## config.mk

```make
export PLATFORM = sky130hd
export DESIGN_NAME = scpa_first_zero
export DESIGN_NICKNAME = d
export VERILOG_FILES = /design/src/design/size_class_pool_allocator_assert.svh /design/src/design/scpa_pkg.sv /design/src/design/scpa_first_zero.sv
export SDC_FILE = /design/constraint.sdc
export NUM_CORES = 1
export LEC_CHECK = 0
export ABC_AREA = 1
export BUFFER_PORTS_ARGS = -buffer_cell sky130_fd_sc_hd__buf_2
export CORE_UTILIZATION = 38
export DETAILED_ROUTE_END_ITERATION = 16
export PLACE_DENSITY_LB_ADDON = 0.05
export SLEW_MARGIN = 10
export SYNTH_ARGS = -nofsm -noshare
export SYNTH_HDL_FRONTEND = slang
export SYNTH_SLANG_ARGS = --single-unit
```

## constraint.sdc

```tcl
create_clock -name vclk -period 4.2
set_input_delay 0.63 -clock vclk [all_inputs]
set_output_delay 0.63 -clock vclk [all_outputs]
set_load 0.005 [all_outputs]
```

## src/design/size_class_pool_allocator_assert.svh

```systemverilog
// Assertion macros shared by the pool allocator RTL.
`ifndef SIZE_CLASS_POOL_ALLOCATOR_ASSERT_SVH
`define SIZE_CLASS_POOL_ALLOCATOR_ASSERT_SVH

// Same-cycle implication, sampled on clk, off during rst.
`define SCPA_ASSERT_NOW(label, ante, cons) \
  label: assert property (@(posedge clk) disable iff (rst) (ante) |-> (cons)) \
    else $error("scpa assertion failed");

// Next-cycle implication, sampled on clk, off during rst.
`define SCPA_ASSERT_NEXT(label, ante, cons) \
  label: assert property (@(posedge clk) disable iff (rst) (ante) |=> (cons)) \
    else $error("scpa assertion failed");

`endif

```

## src/design/scpa_pkg.sv

```systemverilog
// Types, constants and class tables of the size class pool allocator.
package scpa_pkg;

  localparam int NUM_CLASSES = 7;
  localparam int WORD_BITS   = 64;
  localparam int MEM_WORDS   = 96;
  localparam int WADDR_W     = 7;
  localparam int BIT_W       = 6;
  localparam int FLAG_W      = 13;
  localparam int SLOT_W      = 11;

  localparam logic ACT_ALLOC = 1'b0;
  localparam logic ACT_FREE  = 1'b1;

  localparam logic [2:0] ST_OK        = 3'd0;
  localparam logic [2:0] ST_OVERSIZE  = 3'd1;
  localparam logic [2:0] ST_EXHAUSTED = 3'd2;
  localparam logic [2:0] ST_SCOPE     = 3'd3;
  localparam logic [2:0] ST_RANGE     = 3'd4;
  localparam logic [2:0] ST_DOUBLE    = 3'd5;

  typedef enum logic [2:0] {
    S_CLEAR,
    S_IDLE,
    S_ALLOC_SCAN,
    S_ALLOC_ADDR,
    S_FREE_SUB,
    S_FREE_DEC,
    S_FREE_CHK
  } state_t;

  typedef struct packed {
    logic                 we;
    logic [WADDR_W-1:0]   addr;
    logic [WORD_BITS-1:0] data;
  } ram_wr_t;

  typedef struct packed {
    logic [31:0] a;
    logic [31:0] b;
    logic        sub;
  } alu_req_t;

  function automatic logic [3:0] cls_shift(input logic [2:0] c);
    logic [3:0] r;
    case (c)
      3'd0:    r = 4'd4;
      3'd1:    r = 4'd5;
      3'd2:    r = 4'd6;
      3'd3:    r = 4'd7;
      3'd4:    r = 4'd8;
      3'd5:    r = 4'd9;
      3'd6:    r = 4'd10;
      default: r = 4'd10;
    endcase
    return r;
  endfunction

  function automatic logic [10:0] cls_block(input logic [2:0] c);
    return 11'(1) << cls_shift(c);
  endfunction

  function automatic logic [11:0] cls_count(input logic [2:0] c);
    logic [11:0] r;
    case (c)
      3'd0:    r = 12'd2048;
      3'd1:    r = 12'd1024;
      3'd2:    r = 12'd512;
      3'd3:    r = 12'd1024;
      3'd4:    r = 12'd512;
      3'd5:    r = 12'd512;
      3'd6:    r = 12'd512;
      default: r = 12'd512;
    endcase
    return r;
  endfunction

  function automatic logic [19:0] cls_byte_start(input logic [2:0] c);
    logic [19:0] r;
    case (c)
      3'd0:    r = 20'd0;
      3'd1:    r = 20'd32768;
      3'd2:    r = 20'd65536;
      3'd3:    r = 20'd98304;
      3'd4:    r = 20'd229376;
      3'd5:    r = 20'd360448;
      3'd6:    r = 20'd622592;
      default: r = 20'd622592;
    endcase
    return r;
  endfunction

  function automatic logic [FLAG_W-1:0] cls_flag_start(input logic [2:0] c);
    logic [FLAG_W-1:0] r;
    case (c)
      3'd0:    r = 13'd0;
      3'd1:    r = 13'd2048;
      3'd2:    r = 13'd3072;
      3'd3:    r = 13'd3584;
      3'd4:    r = 13'd4608;
      3'd5:    r = 13'd5120;
      3'd6:    r = 13'd5632;
      default: r = 13'd5632;
    endcase
    return r;
  endfunction

  function automatic logic [WADDR_W-1:0] cls_word_start(input logic [2:0] c);
    logic [FLAG_W-1:0] f;
    f = cls_flag_start(c);
    return f[FLAG_W-1:BIT_W];
  endfunction

  function automatic logic [WADDR_W-1:0] cls_word_last(input logic [2:0] c);
    logic [11:0] n;
    n = cls_count(c);
    return WADDR_W'(cls_word_start(c) + WADDR_W'(n[11:BIT_W]) - WADDR_W'(1));
  endfunction

endpackage

```

## src/design/scpa_first_zero.sv

```systemverilog
// Finder for the lowest clear flag in one memory word.
module scpa_first_zero (
  input  logic [scpa_pkg::WORD_BITS-1:0] word,
  output logic                           found,
  output logic [scpa_pkg::BIT_W-1:0]     index
);

  always_comb begin
    found = 1'b0;
    index = '0;
    for (int i = scpa_pkg::WORD_BITS - 1; i >= 0; i--) begin
      if (!word[i]) begin
        found = 1'b1;
        index = scpa_pkg::BIT_W'(i);
      end
    end
  end

endmodule

```

==> flow_summary.yaml, run 1 <==
floorplan:
  initial_core_util_pct: 40.43
  ioPinCount: 71
  dieHeight_um: 44.87
  coreArea_um2: 1727
  dieArea_um2: 2013
  die_x_um: 44.87
  rows: 15
yosys:
  synth_area_um2: 698.2
  synth-warning-count: 0
  seq_area_frac_synth_pct: 0
  syn_nets: 229
  yosysTopAreaCell: "nand2_1"
  synthTopCellsByArea: "nand2_1, nor2_1, a31oi_1"
  synth.distinct_cells: 14
  synth_top_area_share_pct: 52.15
  avgSynthCellArea_um2: 4.231
  syn_inst: 165
finish:
  fin_nets: 305
  diodes: 0
  stdcell_count: 264
  final_cell_mix: "nand2_1, buf_2, nor2_1"
  area_growth_syn_to_layout_pct: 59.50
  drive_above_1_share_pct: 31.80
  clkbuf_count: 0
  layout_commonest_cell: "nand2_1"
  seq_cell_count: 0
  regArea_um2: 0
setup_path:
  critical_path_depth: 63
  crit_arrival_ns: 3.73
  crit_type: "input port to output pin"
  required_ns: 3.57
  crit_family: "simple AND/OR/NAND/NOR gates"
  endpoint_kind: "output pin"
  worst-path-buf-inv: 3
  start_kind: "input port"
  slowest_delay_ns: 0.12
  path_max_fanout: 2
  timing.critical_path.mode_cell: "nand2_1"
  worst_path_max_delay_cell: "buf_2"
placement:
  place_inst: 264
  io_buffers: 71
  gp_congestion: 0.7289
  hpwl_um: 1896
sta:
  drv_slew: 0
  hold_violations: 0
  slew_headroom_pct: 76.68
  max_freq_mhz: 229.5
  fin_ws_ns: -0.1568
  hold_ws_ns: 1.548
  fin_crit_sh_pct: 103.7
  worst_pin_slew_ns: 0.3467
  min_period_ns: 4.357
  setup_viol: 1
  fin_setup_tns_ns: -0.1568
  rsz0062_at_grt: "yes"
status:
  status: "finished, violations left"
  violations: "negative setup slack"
global_routing:
  grt_max_degree: 5
  grt-ovfl-total: 0
  grt_first_pass_wirelength_um: 3436
  grt_pass1_vias: 1014
  gr-usage-all-layers_pct: 21.00
  antenna_found_initial: 0
route:
  viasPerCell: 4.765
  firstDrtPassIters: 6
  vias: 1258
  wl_per_cell_um: 7.856
  finalWirelength_um: 2074
  first_iter_violations: 10
  drc: 0
  ant_nets: 0
pwr:
  vdd_drop_max_v: 0.00004224
  p_leak_nw: 0.6548
  p_per_area_nw_per_um2: 74.91
clock_network:
  hold_buffers: 0
worst_hold_path:
  min_path_type: "input port to output pin"
  hold_depth: 3
flow_run:
  drv_cap: 0
final timing paths:
kind	startpoint	endpoint	slack, ns
worst max-delay path	word[63]	index[0]	-0.16
worst min-delay path	word[2]	index[1]	1.55
report_power, final:
part	internal (mW)	switching [mW]	leakage, nW
clock	0	0	0
sequential	0	0	0
combinational	0.0412	0.0422	0.655
total	0.0412	0.0422	0.655
per-stage QoR:
| step | worst slack (ns) | power (mW) | area (µm²) | util (%) |
|---|---|---|---|---|
| 2_1_floorplan | 0.3276 | 0.03505 | 698.2 | - |
| 3_3_place_gp | -0.05175 | 0.07896 | 1107 | 64.13 |
| 3_5_place_dp | -0.2069 | 0.08262 | 1107 | 64.13 |
| 4_1_cts | -0.2222 | 0.08301 | 1107 | 64.13 |
| 5_1_grt | -0.8169 | 0.09657 | 1114 | 64.49 |
| 6_report | -0.1568 | 0.08342 | 1114 | 64.49 |
per-layer routing:
layer | global-route usage [%] | vias up | part of all wire, %
li1 | - | 688 | -
met1 | 23.13 | 530 | 42
met2 | 45.00 | 40 | 53
met3 | 0.4000 | 0 | 5.1
met4 | 1.818 | 0 | 0
met5 | 0 | - | 0
cell usage after synthesis, drive strengths merged:
library cell  count
nand3             7
nor2             22
a21boi            1
nor3              2
nand2            97
inv               9
o21ai             6
a21oi             3
o21bai            2
nand4             6
nor4              2
o211ai            1
a31oi             7
what timing repair did:
action | CTS | global route
pin swaps | 0 | 1
setup endpoints to repair | 1 | 1
resized for setup | 0 | 2
hold endpoints to repair | 0 | 0
setup buffers | 0 | 0
cell families after synthesis:
family          Yosys count  synth area share [%]
compound gates           20                 17.56
simple gates            136                 77.60
buf+inv                   9                 4.838
area by class of cell:
cell class / count / area (µm²)
fill: 197 / 613.1
inverter: 9 / 33.78
multi-input combinational: 156 / 664.4
tap: 25 / 31.28
timing repair buffer: 74 / 384.1
Power figures use the tool's default switching activity.
==> run 2, diff against run 1 <==
PLACE_DENSITY = 0.95   (was default)
PLACE_DENSITY_LB_ADDON = default   (was 0.05)
==> flow_summary.yaml, run 2 (same netlist as run 1, synthesis figures left out) <==
status:
  status: "finished, violations left"
  violations: "negative setup slack"
finish:
  fin_nets: 305
  layout_commonest_cell: "nand2_1"
  diodes: 0
  regArea_um2: 0
  nFillCells: 191
  final_cell_mix: "nand2_1, buf_2, nor2_1"
  clkbuf_count: 0
  area_growth_syn_to_layout_pct: 59.50
  drive_above_1_share_pct: 31.80
  seq_cell_count: 0
floorplan:
  initial_core_util_pct: 40.43
  die_x_um: 44.87
  rows: 15
  dieHeight_um: 44.87
  dieArea_um2: 2013
  coreArea_um2: 1727
  ioPinCount: 71
global_routing:
  grt_first_pass_wirelength_um: 3118
  grt-ovfl-total: 0
  grt_pass1_vias: 968
  grt_max_degree: 5
  gr-usage-all-layers_pct: 19.09
  antenna_found_initial: 0
pwr:
  vdd_drop_max_v: 0.00004806
  totalPowerFinal_mw: 0.08188
  p_per_area_nw_per_um2: 73.53
  p_leak_nw: 0.6548
flow_run:
  drv_cap: 0
route:
  vias: 1259
  drc: 0
  first_iter_violations: 9
  firstDrtPassIters: 4
  finalWirelength_um: 1990
  wl_per_cell_um: 7.538
  viasPerCell: 4.769
  ant_nets: 0
sta:
  fin_ws_ns: -0.1050
  setup_viol: 1
  hold_violations: 0
  rsz0062_at_grt: "yes"
  hold_ws_ns: 1.548
  worst_pin_slew_ns: 0.3273
  max_freq_mhz: 232.3
  fin_crit_sh_pct: 102.5
  min_period_ns: 4.305
  drv_slew: 0
  slew_headroom_pct: 77.98
setup_path:
  crit_type: "input port to output pin"
  start_kind: "input port"
  timing.critical_path.mode_cell: "nand2_1"
  crit_arrival_ns: 3.68
  endpoint_kind: "output pin"
  required_ns: 3.57
  path_max_fanout: 2
  worst_path_max_delay_cell: "buf_2"
  slowest_delay_ns: 0.11
placement:
  io_buffers: 71
  gp_congestion: 0.6861
  hpwl_um: 1843
worst_hold_path:
  min_to: "index[1]"
  min_path_type: "input port to output pin"
  hold_depth: 3
  hp-start: "word[2]"
clock_network:
  hold_buffers: 0
==> run 2: cell counts in the layout (fill, tap and decap cells not counted) <==
Identical to the previous run, type by type.
==> run 2: area by class of cell <==
type / count / area (µm²) / area share, %
repair buffers: 74 / 384.1 / 34.49
inverters: 9 / 33.78 / 3.034
well taps: 25 / 31.28 / 2.809
multi-input cells: 156 / 664.4 / 59.66
==> run 2: worst max path at each step <==
stage	to	slack, ns	cells past startpoint	start
after floorplan	index[0]	0.33	61	word[63]
after global placement	index[0]	-0.06	63	word[63]
after detailed placement	index[0]	-0.15	63	word[63]
after CTS	index[0]	-0.15	63	word[63]
after global routing	index[0]	-0.77	63	word[63]
final	index[0]	-0.11	63	word[63]
==> run 2: per-stage QoR <==
stage | setup slack, ns | std cells | util [%] | TNS [ns] | cell area, µm²
4_1_cts | -0.1478 | 264 | 64.49 | -0.1478 | 1114
6_report | -0.1050 | 264 | 64.49 | -0.1050 | 1114
5_1_grt | -0.7725 | 264 | 64.49 | -0.7725 | 1114
3_3_place_gp | -0.06317 | 264 | 64.13 | -0.06317 | 1107
3_5_place_dp | -0.1484 | 264 | 64.13 | -0.1484 | 1107
2_1_floorplan | 0.3276 | 165 | - | 0 | 698.2
==> run 2: worst max-delay path, delay by kind of cell <==
family | cells | cell delay, ns
compound gates | 1 | 0.10
buf+inv | 3 | 0.24
simple gates | 59 | 2.71
==> run 2: where the power goes <==
part,switching [mW],leakage (nW),internal [mW]
Sequential,0,0,0
Clock,0,0,0
Combinational,0.0407,0.655,0.0412
==> run 2: what timing repair did <==
item / CTS / global route
pin swaps: 0 / 1
setup endpoints to repair: 1 / 1
buffers inserted: 0 / 0
gates resized for setup: 2 / 0
==> run 2: metal layers <==
metal  vias up  global-route usage [%]  share of wire [%]
met2        37                   43.53                 54
met5         -                       0                  0
met3         0                  0.8000                5.1
li1        695                       -                  -
met4         0                   1.212                  0
met1       527                   18.80                 40
