<file path="config.mk">
export PLATFORM = sky130hd
export DESIGN_NAME = scpa_alu
export DESIGN_NICKNAME = d
export VERILOG_FILES = /design/src/design/size_class_pool_allocator_assert.svh /design/src/design/scpa_pkg.sv /design/src/design/scpa_alu.sv
export SDC_FILE = /design/constraint.sdc
export NUM_CORES = 1
export LEC_CHECK = 0
export BUFFER_PORTS_ARGS = -buffer_cell sky130_fd_sc_hd__buf_2
export CAP_MARGIN = 20
export CORE_MARGIN = 2
export CORE_UTILIZATION = 48
export DETAILED_ROUTE_END_ITERATION = 8
export PLACE_DENSITY_LB_ADDON = 0.1
export SYNTH_ARGS = -nofsm -noshare
export SYNTH_HDL_FRONTEND = slang
export SYNTH_SLANG_ARGS = --single-unit
</file>
<file path="constraint.sdc">
create_clock -name vclk -period 7.32
set_input_delay 0 -clock vclk [all_inputs]
set_output_delay 0 -clock vclk [all_outputs]
set_load 0.02 [all_outputs]
</file>
<file path="src/design/size_class_pool_allocator_assert.svh">
// Assertion macros shared by the pool allocator RTL.
`ifndef SIZE_CLASS_POOL_ALLOCATOR_ASSERT_SVH
`define SIZE_CLASS_POOL_ALLOCATOR_ASSERT_SVH

// Same-cycle implication, sampled on clk, off during rst.
`define SCPA_ASSERT_NOW(label, ante, cons) \
  label: assert property (@(posedge clk) disable iff (rst) (ante) |-> (cons)) \
    else $error("scpa assertion failed");

// Next-cycle implication, sampled on clk, off during rst.
`define SCPA_ASSERT_NEXT(label, ante, cons) \
  label: assert property (@(posedge clk) disable iff (rst) (ante) |=> (cons)) \
    else $error("scpa assertion failed");

`endif

</file>
<file path="src/design/scpa_pkg.sv">
// Types, constants and class tables of the size class pool allocator.
package scpa_pkg;

  localparam int NUM_CLASSES = 7;
  localparam int WORD_BITS   = 64;
  localparam int MEM_WORDS   = 96;
  localparam int WADDR_W     = 7;
  localparam int BIT_W       = 6;
  localparam int FLAG_W      = 13;
  localparam int SLOT_W      = 11;

  localparam logic ACT_ALLOC = 1'b0;
  localparam logic ACT_FREE  = 1'b1;

  localparam logic [2:0] ST_OK        = 3'd0;
  localparam logic [2:0] ST_OVERSIZE  = 3'd1;
  localparam logic [2:0] ST_EXHAUSTED = 3'd2;
  localparam logic [2:0] ST_SCOPE     = 3'd3;
  localparam logic [2:0] ST_RANGE     = 3'd4;
  localparam logic [2:0] ST_DOUBLE    = 3'd5;

  typedef enum logic [2:0] {
    S_CLEAR,
    S_IDLE,
    S_ALLOC_SCAN,
    S_ALLOC_ADDR,
    S_FREE_SUB,
    S_FREE_DEC,
    S_FREE_CHK
  } state_t;

  typedef struct packed {
    logic                 we;
    logic [WADDR_W-1:0]   addr;
    logic [WORD_BITS-1:0] data;
  } ram_wr_t;

  typedef struct packed {
    logic [31:0] a;
    logic [31:0] b;
    logic        sub;
  } alu_req_t;

  function automatic logic [3:0] cls_shift(input logic [2:0] c);
    logic [3:0] r;
    case (c)
      3'd0:    r = 4'd4;
      3'd1:    r = 4'd5;
      3'd2:    r = 4'd6;
      3'd3:    r = 4'd7;
      3'd4:    r = 4'd8;
      3'd5:    r = 4'd9;
      3'd6:    r = 4'd10;
      default: r = 4'd10;
    endcase
    return r;
  endfunction

  function automatic logic [10:0] cls_block(input logic [2:0] c);
    return 11'(1) << cls_shift(c);
  endfunction

  function automatic logic [11:0] cls_count(input logic [2:0] c);
    logic [11:0] r;
    case (c)
      3'd0:    r = 12'd2048;
      3'd1:    r = 12'd1024;
      3'd2:    r = 12'd512;
      3'd3:    r = 12'd1024;
      3'd4:    r = 12'd512;
      3'd5:    r = 12'd512;
      3'd6:    r = 12'd512;
      default: r = 12'd512;
    endcase
    return r;
  endfunction

  function automatic logic [19:0] cls_byte_start(input logic [2:0] c);
    logic [19:0] r;
    case (c)
      3'd0:    r = 20'd0;
      3'd1:    r = 20'd32768;
      3'd2:    r = 20'd65536;
      3'd3:    r = 20'd98304;
      3'd4:    r = 20'd229376;
      3'd5:    r = 20'd360448;
      3'd6:    r = 20'd622592;
      default: r = 20'd622592;
    endcase
    return r;
  endfunction

  function automatic logic [FLAG_W-1:0] cls_flag_start(input logic [2:0] c);
    logic [FLAG_W-1:0] r;
    case (c)
      3'd0:    r = 13'd0;
      3'd1:    r = 13'd2048;
      3'd2:    r = 13'd3072;
      3'd3:    r = 13'd3584;
      3'd4:    r = 13'd4608;
      3'd5:    r = 13'd5120;
      3'd6:    r = 13'd5632;
      default: r = 13'd5632;
    endcase
    return r;
  endfunction

  function automatic logic [WADDR_W-1:0] cls_word_start(input logic [2:0] c);
    logic [FLAG_W-1:0] f;
    f = cls_flag_start(c);
    return f[FLAG_W-1:BIT_W];
  endfunction

  function automatic logic [WADDR_W-1:0] cls_word_last(input logic [2:0] c);
    logic [11:0] n;
    n = cls_count(c);
    return WADDR_W'(cls_word_start(c) + WADDR_W'(n[11:BIT_W]) - WADDR_W'(1));
  endfunction

endpackage

</file>
<file path="src/design/scpa_alu.sv">
// Shared 33-bit add and subtract unit for address arithmetic.
module scpa_alu (
  input  scpa_pkg::alu_req_t req,
  output logic [32:0]        result
);

  always_comb begin
    if (req.sub) begin
      result = {1'b0, req.a} - {1'b0, req.b};
    end else begin
      result = {1'b0, req.a} + {1'b0, req.b};
    end
  end

endmodule

</file>
==> results of run 1 <==
[power breakdown]
part           leakage, nW  internal, W  switching [W]
clock network            0            0              0
logic                 1.44     0.000182       0.000284
registers                0            0              0
[layer usage]
| metal | global-route usage (%) | up-vias |
|---|---|---|
| li1 | - | 1544 |
| met1 | 33.6 | 1367 |
| met2 | 40.6 | 124 |
| met3 | 1.98 | 4 |
| met4 | 1.79 | 0 |
| met5 | 0 | - |
[worst paths after layout]
kind / cells after the start / slack, ns / to
max: 17 / 3.67 / result[29]
min: 4 / 0.40 / result[0]
[final cells by class]
type,instances,area [um2]
Timing Repair Buffer,98,490
Tap cell,70,87.6
Multi-Input combinational cell,348,2450
Inverter,14,52.6
Fill cell,549,2050
[layout by cell type, fill, tap and decap left out, drive strengths merged, types with 2 or more instances in the layout]
master and count:
xnor2 46, a31oi 10, o21ai 18, a211oi 8
and4 2, buf 98, and2 2, nand4 9
nand2 27, nand2b 5, nor4 6, xor2 13
nor2 42, nor3 13, o21a 9, nor2b 8
ha 33, nand3 4, a21oi 44, inv 14
a21boi 3, a21o 14, nor3b 3, o22ai 2
o21bai 2, and3 5, or2 3
[per-stage QoR]
step	power, W	area, um2	util, %
after global routing	0.000506	3090	60.0
after global placement	0.000458	3090	60.0
after detailed placement	0.000461	3090	60.0
final	0.000465	3090	60.0
after CTS	0.000463	3090	60.0
after floorplan	0.000340	2580	-
[logic make-up (layout without fill, tap and decap cells)]
logic type	after synthesis	count (layout)
adders and majority gates	34	34
xor gates and xnor gates	59	59
muxes	1	1
AOI/OAI and AO/OA	122	122
buffers and inverters	25	112
and+or+nand+nor	132	132
==> impl_metrics.csv, run 1 <==
group,metric,value,unit
logic_synthesis,synthTopCellsByArea,"ha_1 (16%), xnor2_1 (16%), a21oi_1 (8.3%)",
logic_synthesis,synth-simple-area-share,25.5,%
worst_hold_path,min-delay-start,"req[1]",
clock_tree,cts_setup_buffers,0,
logic_synthesis,synth_fa_ha_area_share,16.8,%
outcome,outcome,"complete, no violations",
sta,period_needed,3.65,ns
routing,first_pass_iters,5,
global_routing,grt_pass1_wl,12200,um
logic_synthesis,synthMuxAreaShare,0.388,%
logic_synthesis,synth_warnings,0,
sta,fin_crit_sh,49.9,%
setup_path,crit_chain,"buf_2, nor3_1, and3_1, and2_1, nand2_1, nor2_1, nor2_1, xnor2_1, ha_1, and4_2, nand4_1, a211oi_1, nor3_2, a31oi_1, a211oi_2, xnor2_1, buf_2",
pwr,irDropWorstVdd,0.105,mV
setup_path,critPathLaunchType,"primary input",
floorplanning,rows,26,
setup_path,critPathMaxStageDelay,0.50,ns
sta,drv_slew,0,
job,drv_cap,0,
routing,routed-wl-met3,515,um
sta,setup_tns,0,ns
logic_synthesis,synth_top_family_by_area,"compound AO/OA/AOI/OAI gates",
global_routing,grt_max_degree,33,
logic_synthesis,avgSynthCellArea,6.92,um2
place,hpwl,6310,um
floorplanning,ios,98,
routing,vias,3039,
logic_synthesis,post-synth-top-count-cell,"xnor2_1",
floorplanning,fp.dieH,77.4,um
logic_synthesis,yosysSeqAreaShare,0,%
floorplanning,core,0.00514,mm2
logic_synthesis,syn_inst,373,
sta,finalSetupViolations,0,
global_routing,grt_overflow,0,
clock_tree,cts.repair.resized,0,
layout,clockBufferCount,0,
sta,fmax,274,MHz
sta,whs,0.400,ns
routing,wl,7430,um
logic_synthesis,synth_top_area_share,16.0,%
place,place_worst_setup_slack,3.77,ns
logic_synthesis,synthesis.area,0.00258,mm2
setup_path,path_max_fanout,8,
layout,register_area,0,um2
setup_path,cp_slowest_cell,"a31oi_1",
layout,drive_gt1_share,25.4,%
setup_path,arrival,3.65,ns
sta,fin_ws,3.67,ns
layout,seq_cell_count,0,
clock_tree,cts_hold_buf,0,
setup_path,startpoint,"req[5]",
layout,num-nets-final,561,
logic_synthesis,synth_area_leader_cell,"ha_1",
layout,areaGrowthSynthToFinish,19.5,%
setup_path,critPathBufInv,2,
sta,max-slew-margin-rel,57.9,%
place,io_buffer_count,98,
logic_synthesis,ys_top_cells_by_count,"xnor2_1 (46), a21oi_1 (43), nor2_1 (42)",
logic_synthesis,syn_nets,472,
global_routing,grt_pass1_vias,2785,
floorplanning,die-width,77.4,um
place,place_congestion,0.993,
routing,first_iter_violations,256,
logic_synthesis,synth_compound_area_share,32.4,%
sta,worstMarginPinSlew,0.628,ns
setup_path,crit_required,7.32,ns
routing,wl_met1,3510,um
sta,hold_viol,0,
routing,ant_nets,0,
layout,diodes,0,
routing,wl_per_cell,14.0,um
logic_synthesis,ys_types,58,
setup_path,crit_family,"simple AND/OR/NAND/NOR gates",
sta,grt_setup_unrepaired,"no",
worst_hold_path,worstHoldPathType,"in2out",
global_routing,antenna_found_initial,0,
place,placed_cells,530,
global_routing,grt_use_total,23.7,%
setup_path,cp-end-kind,"output pin",
routing,topRoutingLayerUsed,"met4",
routing,wl_met2,3370,um
floorplanning,start_util,50.2,%
pwr,power.density,151,mW/mm2
routing,drc,0,
setup_path,worstSetupPathType,"in2out",
layout,fin_cells,530,
pwr,p_leak,1.44,nW
logic_synthesis,synth_xor_area_share,20.0,%
floorplanning,dieArea,0.00598,mm2
routing,drt-vias-per-instance,5.73,
No activity file was read; power rests on OpenSTA's default activity.
==> run 2, diff against run 1 <==
--- a/config.mk
+++ b/config.mk
@@ -5,6 +5,7 @@
 export SDC_FILE = /design/constraint.sdc
 export NUM_CORES = 1
 export LEC_CHECK = 0
+export ABC_AREA = 1
 export BUFFER_PORTS_ARGS = -buffer_cell sky130_fd_sc_hd__buf_2
 export CAP_MARGIN = 20
 export CORE_MARGIN = 2
==> constraint.sdc (replaced) <==
create_clock -name vclk -period 3.6
set_input_delay 0 -clock vclk [all_inputs]
set_output_delay 0 -clock vclk [all_outputs]
set_load 0.02 [all_outputs]
==> impl_metrics.csv, run 2 <==
group,metric,value,unit
sta,worstMarginPinSlew,0.446,ns
setup_path,startpoint,"req[1]",
setup_path,cp-end-kind,"output pin",
logic_synthesis,yosysSeqAreaShare,0,%
routing,first_iter_violations,189,
setup_path,arrival,2.59,ns
routing,ant_nets,0,
setup_path,crit_required,3.60,ns
pwr,power.density,230,mW/mm2
setup_path,path_max_fanout,4,
logic_synthesis,synth-simple-area-share,53.2,%
logic_synthesis,ys_top_cells_by_count,"nand2_1 (307), inv_1 (166), nor2_1 (70)",
global_routing,grt_max_degree,25,
sta,setup_tns,0,ns
floorplanning,dieArea,0.00798,mm2
logic_synthesis,synth_area_leader_cell,"nand2_1",
layout,mostFrequentLayoutCells,"nand2_1 (307), inv_1 (166), buf_2 (98)",
sta,fin_crit_sh,72.0,%
sta,max-slew-margin-rel,70.2,%
logic_synthesis,synth_fa_ha_area_share,12.4,%
setup_path,cpMostUsedCell,"nand2_1",
logic_synthesis,synth_xor_area_share,9.52,%
layout,drive_gt1_share,15.2,%
setup_path,critPathLaunchType,"primary input",
routing,wl,10500,um
worst_hold_path,worstHoldPathType,"in2out",
global_routing,grt_pass1_wl,16800,um
sta,finalSetupViolations,0,
logic_synthesis,synth_top_area_share,33.0,%
setup_path,crit_family,"simple AND/OR/NAND/NOR gates",
setup_path,critPathBufInv,5,
sta,drv_slew,0,
logic_synthesis,synth_top_family_by_area,"simple AND/OR/NAND/NOR gates",
floorplanning,start_util,49.0,%
setup_path,worstSetupPathType,"in2out",
worst_hold_path,min-delay-start,"req[1]",
logic_synthesis,synthMuxAreaShare,0,%
setup_path,crit_chain,"buf_2, inv_1, ha_1, nand2_1, nor3_1, nor2_1, xor2_1, inv_1, ha_1, nand2_1, inv_1, a21oi_1, nand2_1, nand2_1, nand2_2, nand2_1, nand2_1, nand2_1, nand2_1, buf_2",
sta,fmax,386,MHz
place,hpwl,9300,um
routing,first_pass_iters,5,
routing,wl_per_cell,11.3,um
setup_path,critPathMaxStageDelay,0.34,ns
logic_synthesis,syn_nets,834,
floorplanning,die-width,89.4,um
logic_synthesis,synthTopCellsByArea,"nand2_1 (33%), inv_1 (18%), ha_1 (12%)",
outcome,outcome,"complete, no violations",
global_routing,grt_pass1_vias,3916,
layout,register_area,0,um2
logic_synthesis,synthesis.area,0.00350,mm2
routing,drt-vias-per-instance,4.76,
pwr,irDropWorstVdd,0.135,mV
layout,seq_cell_count,0,
global_routing,antenna_found_initial,0,
logic_synthesis,ys_types,28,
job,drv_cap,0,
floorplanning,rows,31,
clock_tree,cts_hold_buf,0,
sta,period_needed,2.59,ns
place,io_buffer_count,98,
layout,areaGrowthSynthToFinish,17.2,%
pwr,p_leak,2.78,nW
global_routing,grt_use_total,26.0,%
sta,grt_setup_unrepaired,"no",
sta,whs,0.380,ns
setup_path,cp_slowest_cell,"ha_1",
layout,num-nets-final,931,
logic_synthesis,post-synth-top-count-cell,"nand2_1",
logic_synthesis,avgSynthCellArea,4.76,um2
layout,clockBufferCount,0,
logic_synthesis,synth_compound_area_share,6.51,%
layout,fillerInstances,816,
place,place_congestion,0.932,
sta,hold_viol,0,
clock_tree,cts.repair.resized,0,
logic_synthesis,syn_inst,735,
layout,diodes,0,
logic_synthesis,synth_warnings,0,
global_routing,grt_overflow,0,
layout,mostFrequentLayoutCell,"nand2_1",
layout,multi_input_area,0.00285,mm2
floorplanning,core,0.00714,mm2
clock_tree,cts_setup_buffers,0,
floorplanning,fp.dieH,89.4,um
routing,vias,4420,
floorplanning,ios,98,
routing,drc,0,
[run 2: changes by cell type in the layout (fill, tap and decap cells not counted), moves of 9 or more]
| cell | previous run | this run |
|---|---|---|
| a21oi_1 | 43 | 24 |
| nand2_2 | 1 | 10 |
| xnor2_1 | 46 | 6 |
| xor2_1 | 13 | 32 |
| a21o_1 | 14 | 1 |
| nor2_1 | 42 | 70 |
| nand3_1 | 4 | 36 |
| inv_1 | 14 | 166 |
| nand2_1 | 26 | 307 |
[run 2: through the flow]
step	area [um2]	setup slack (ns)	power (W)	util, %	instances
final	4100	1.01	0.000943	57.4	929
after detailed placement	4100	1.02	0.000937	57.4	929
after global routing	4100	0.719	0.00106	57.4	929
after CTS	4100	1.01	0.000940	57.4	929
after global placement	4100	1.06	0.000924	57.4	929
after floorplan	3500	1.52	0.000663	-	735
[run 2: final cells by class]
cell class / instances / share of cell area (%)
Inverter: 168 / 15.4
Tap cell: 99 / 3.02
Timing Repair Buffer: 98 / 12.0
Multi-Input combinational cell: 564 / 69.6
[run 2: path summary, 6_finish.rpt]
kind	slack [ns]	cells past startpoint	end
setup / recovery	1.01	20	result[31]
hold / removal	0.38	4	result[0]
[run 2: power by group]
group	switching (W)	internal [W]
sequential	0	0
combinational	0.000622	0.000321
clock	0	0
total	0.000622	0.000321
[run 2: logic make-up (layout without fill, tap and decap cells)]
family | Yosys count | count (layout)
AO/OA/AOI/OAI | 40 | 40
adder cells (fa/ha/maj) | 34 | 34
buffers and inverters | 171 | 266
AND/OR/NAND/NOR | 452 | 452
XOR/XNOR | 38 | 38
[run 2: routing by layer]
layer | vias to the layer above | track usage, % | wire length (um)
met3 | 16 | 0.923 | 524
met1 | 1887 | 35.3 | 4900
met2 | 137 | 45.7 | 4820
li1 | 2380 | - | -
met4 | 0 | 5.02 | 208
met5 | - | 0 | 0
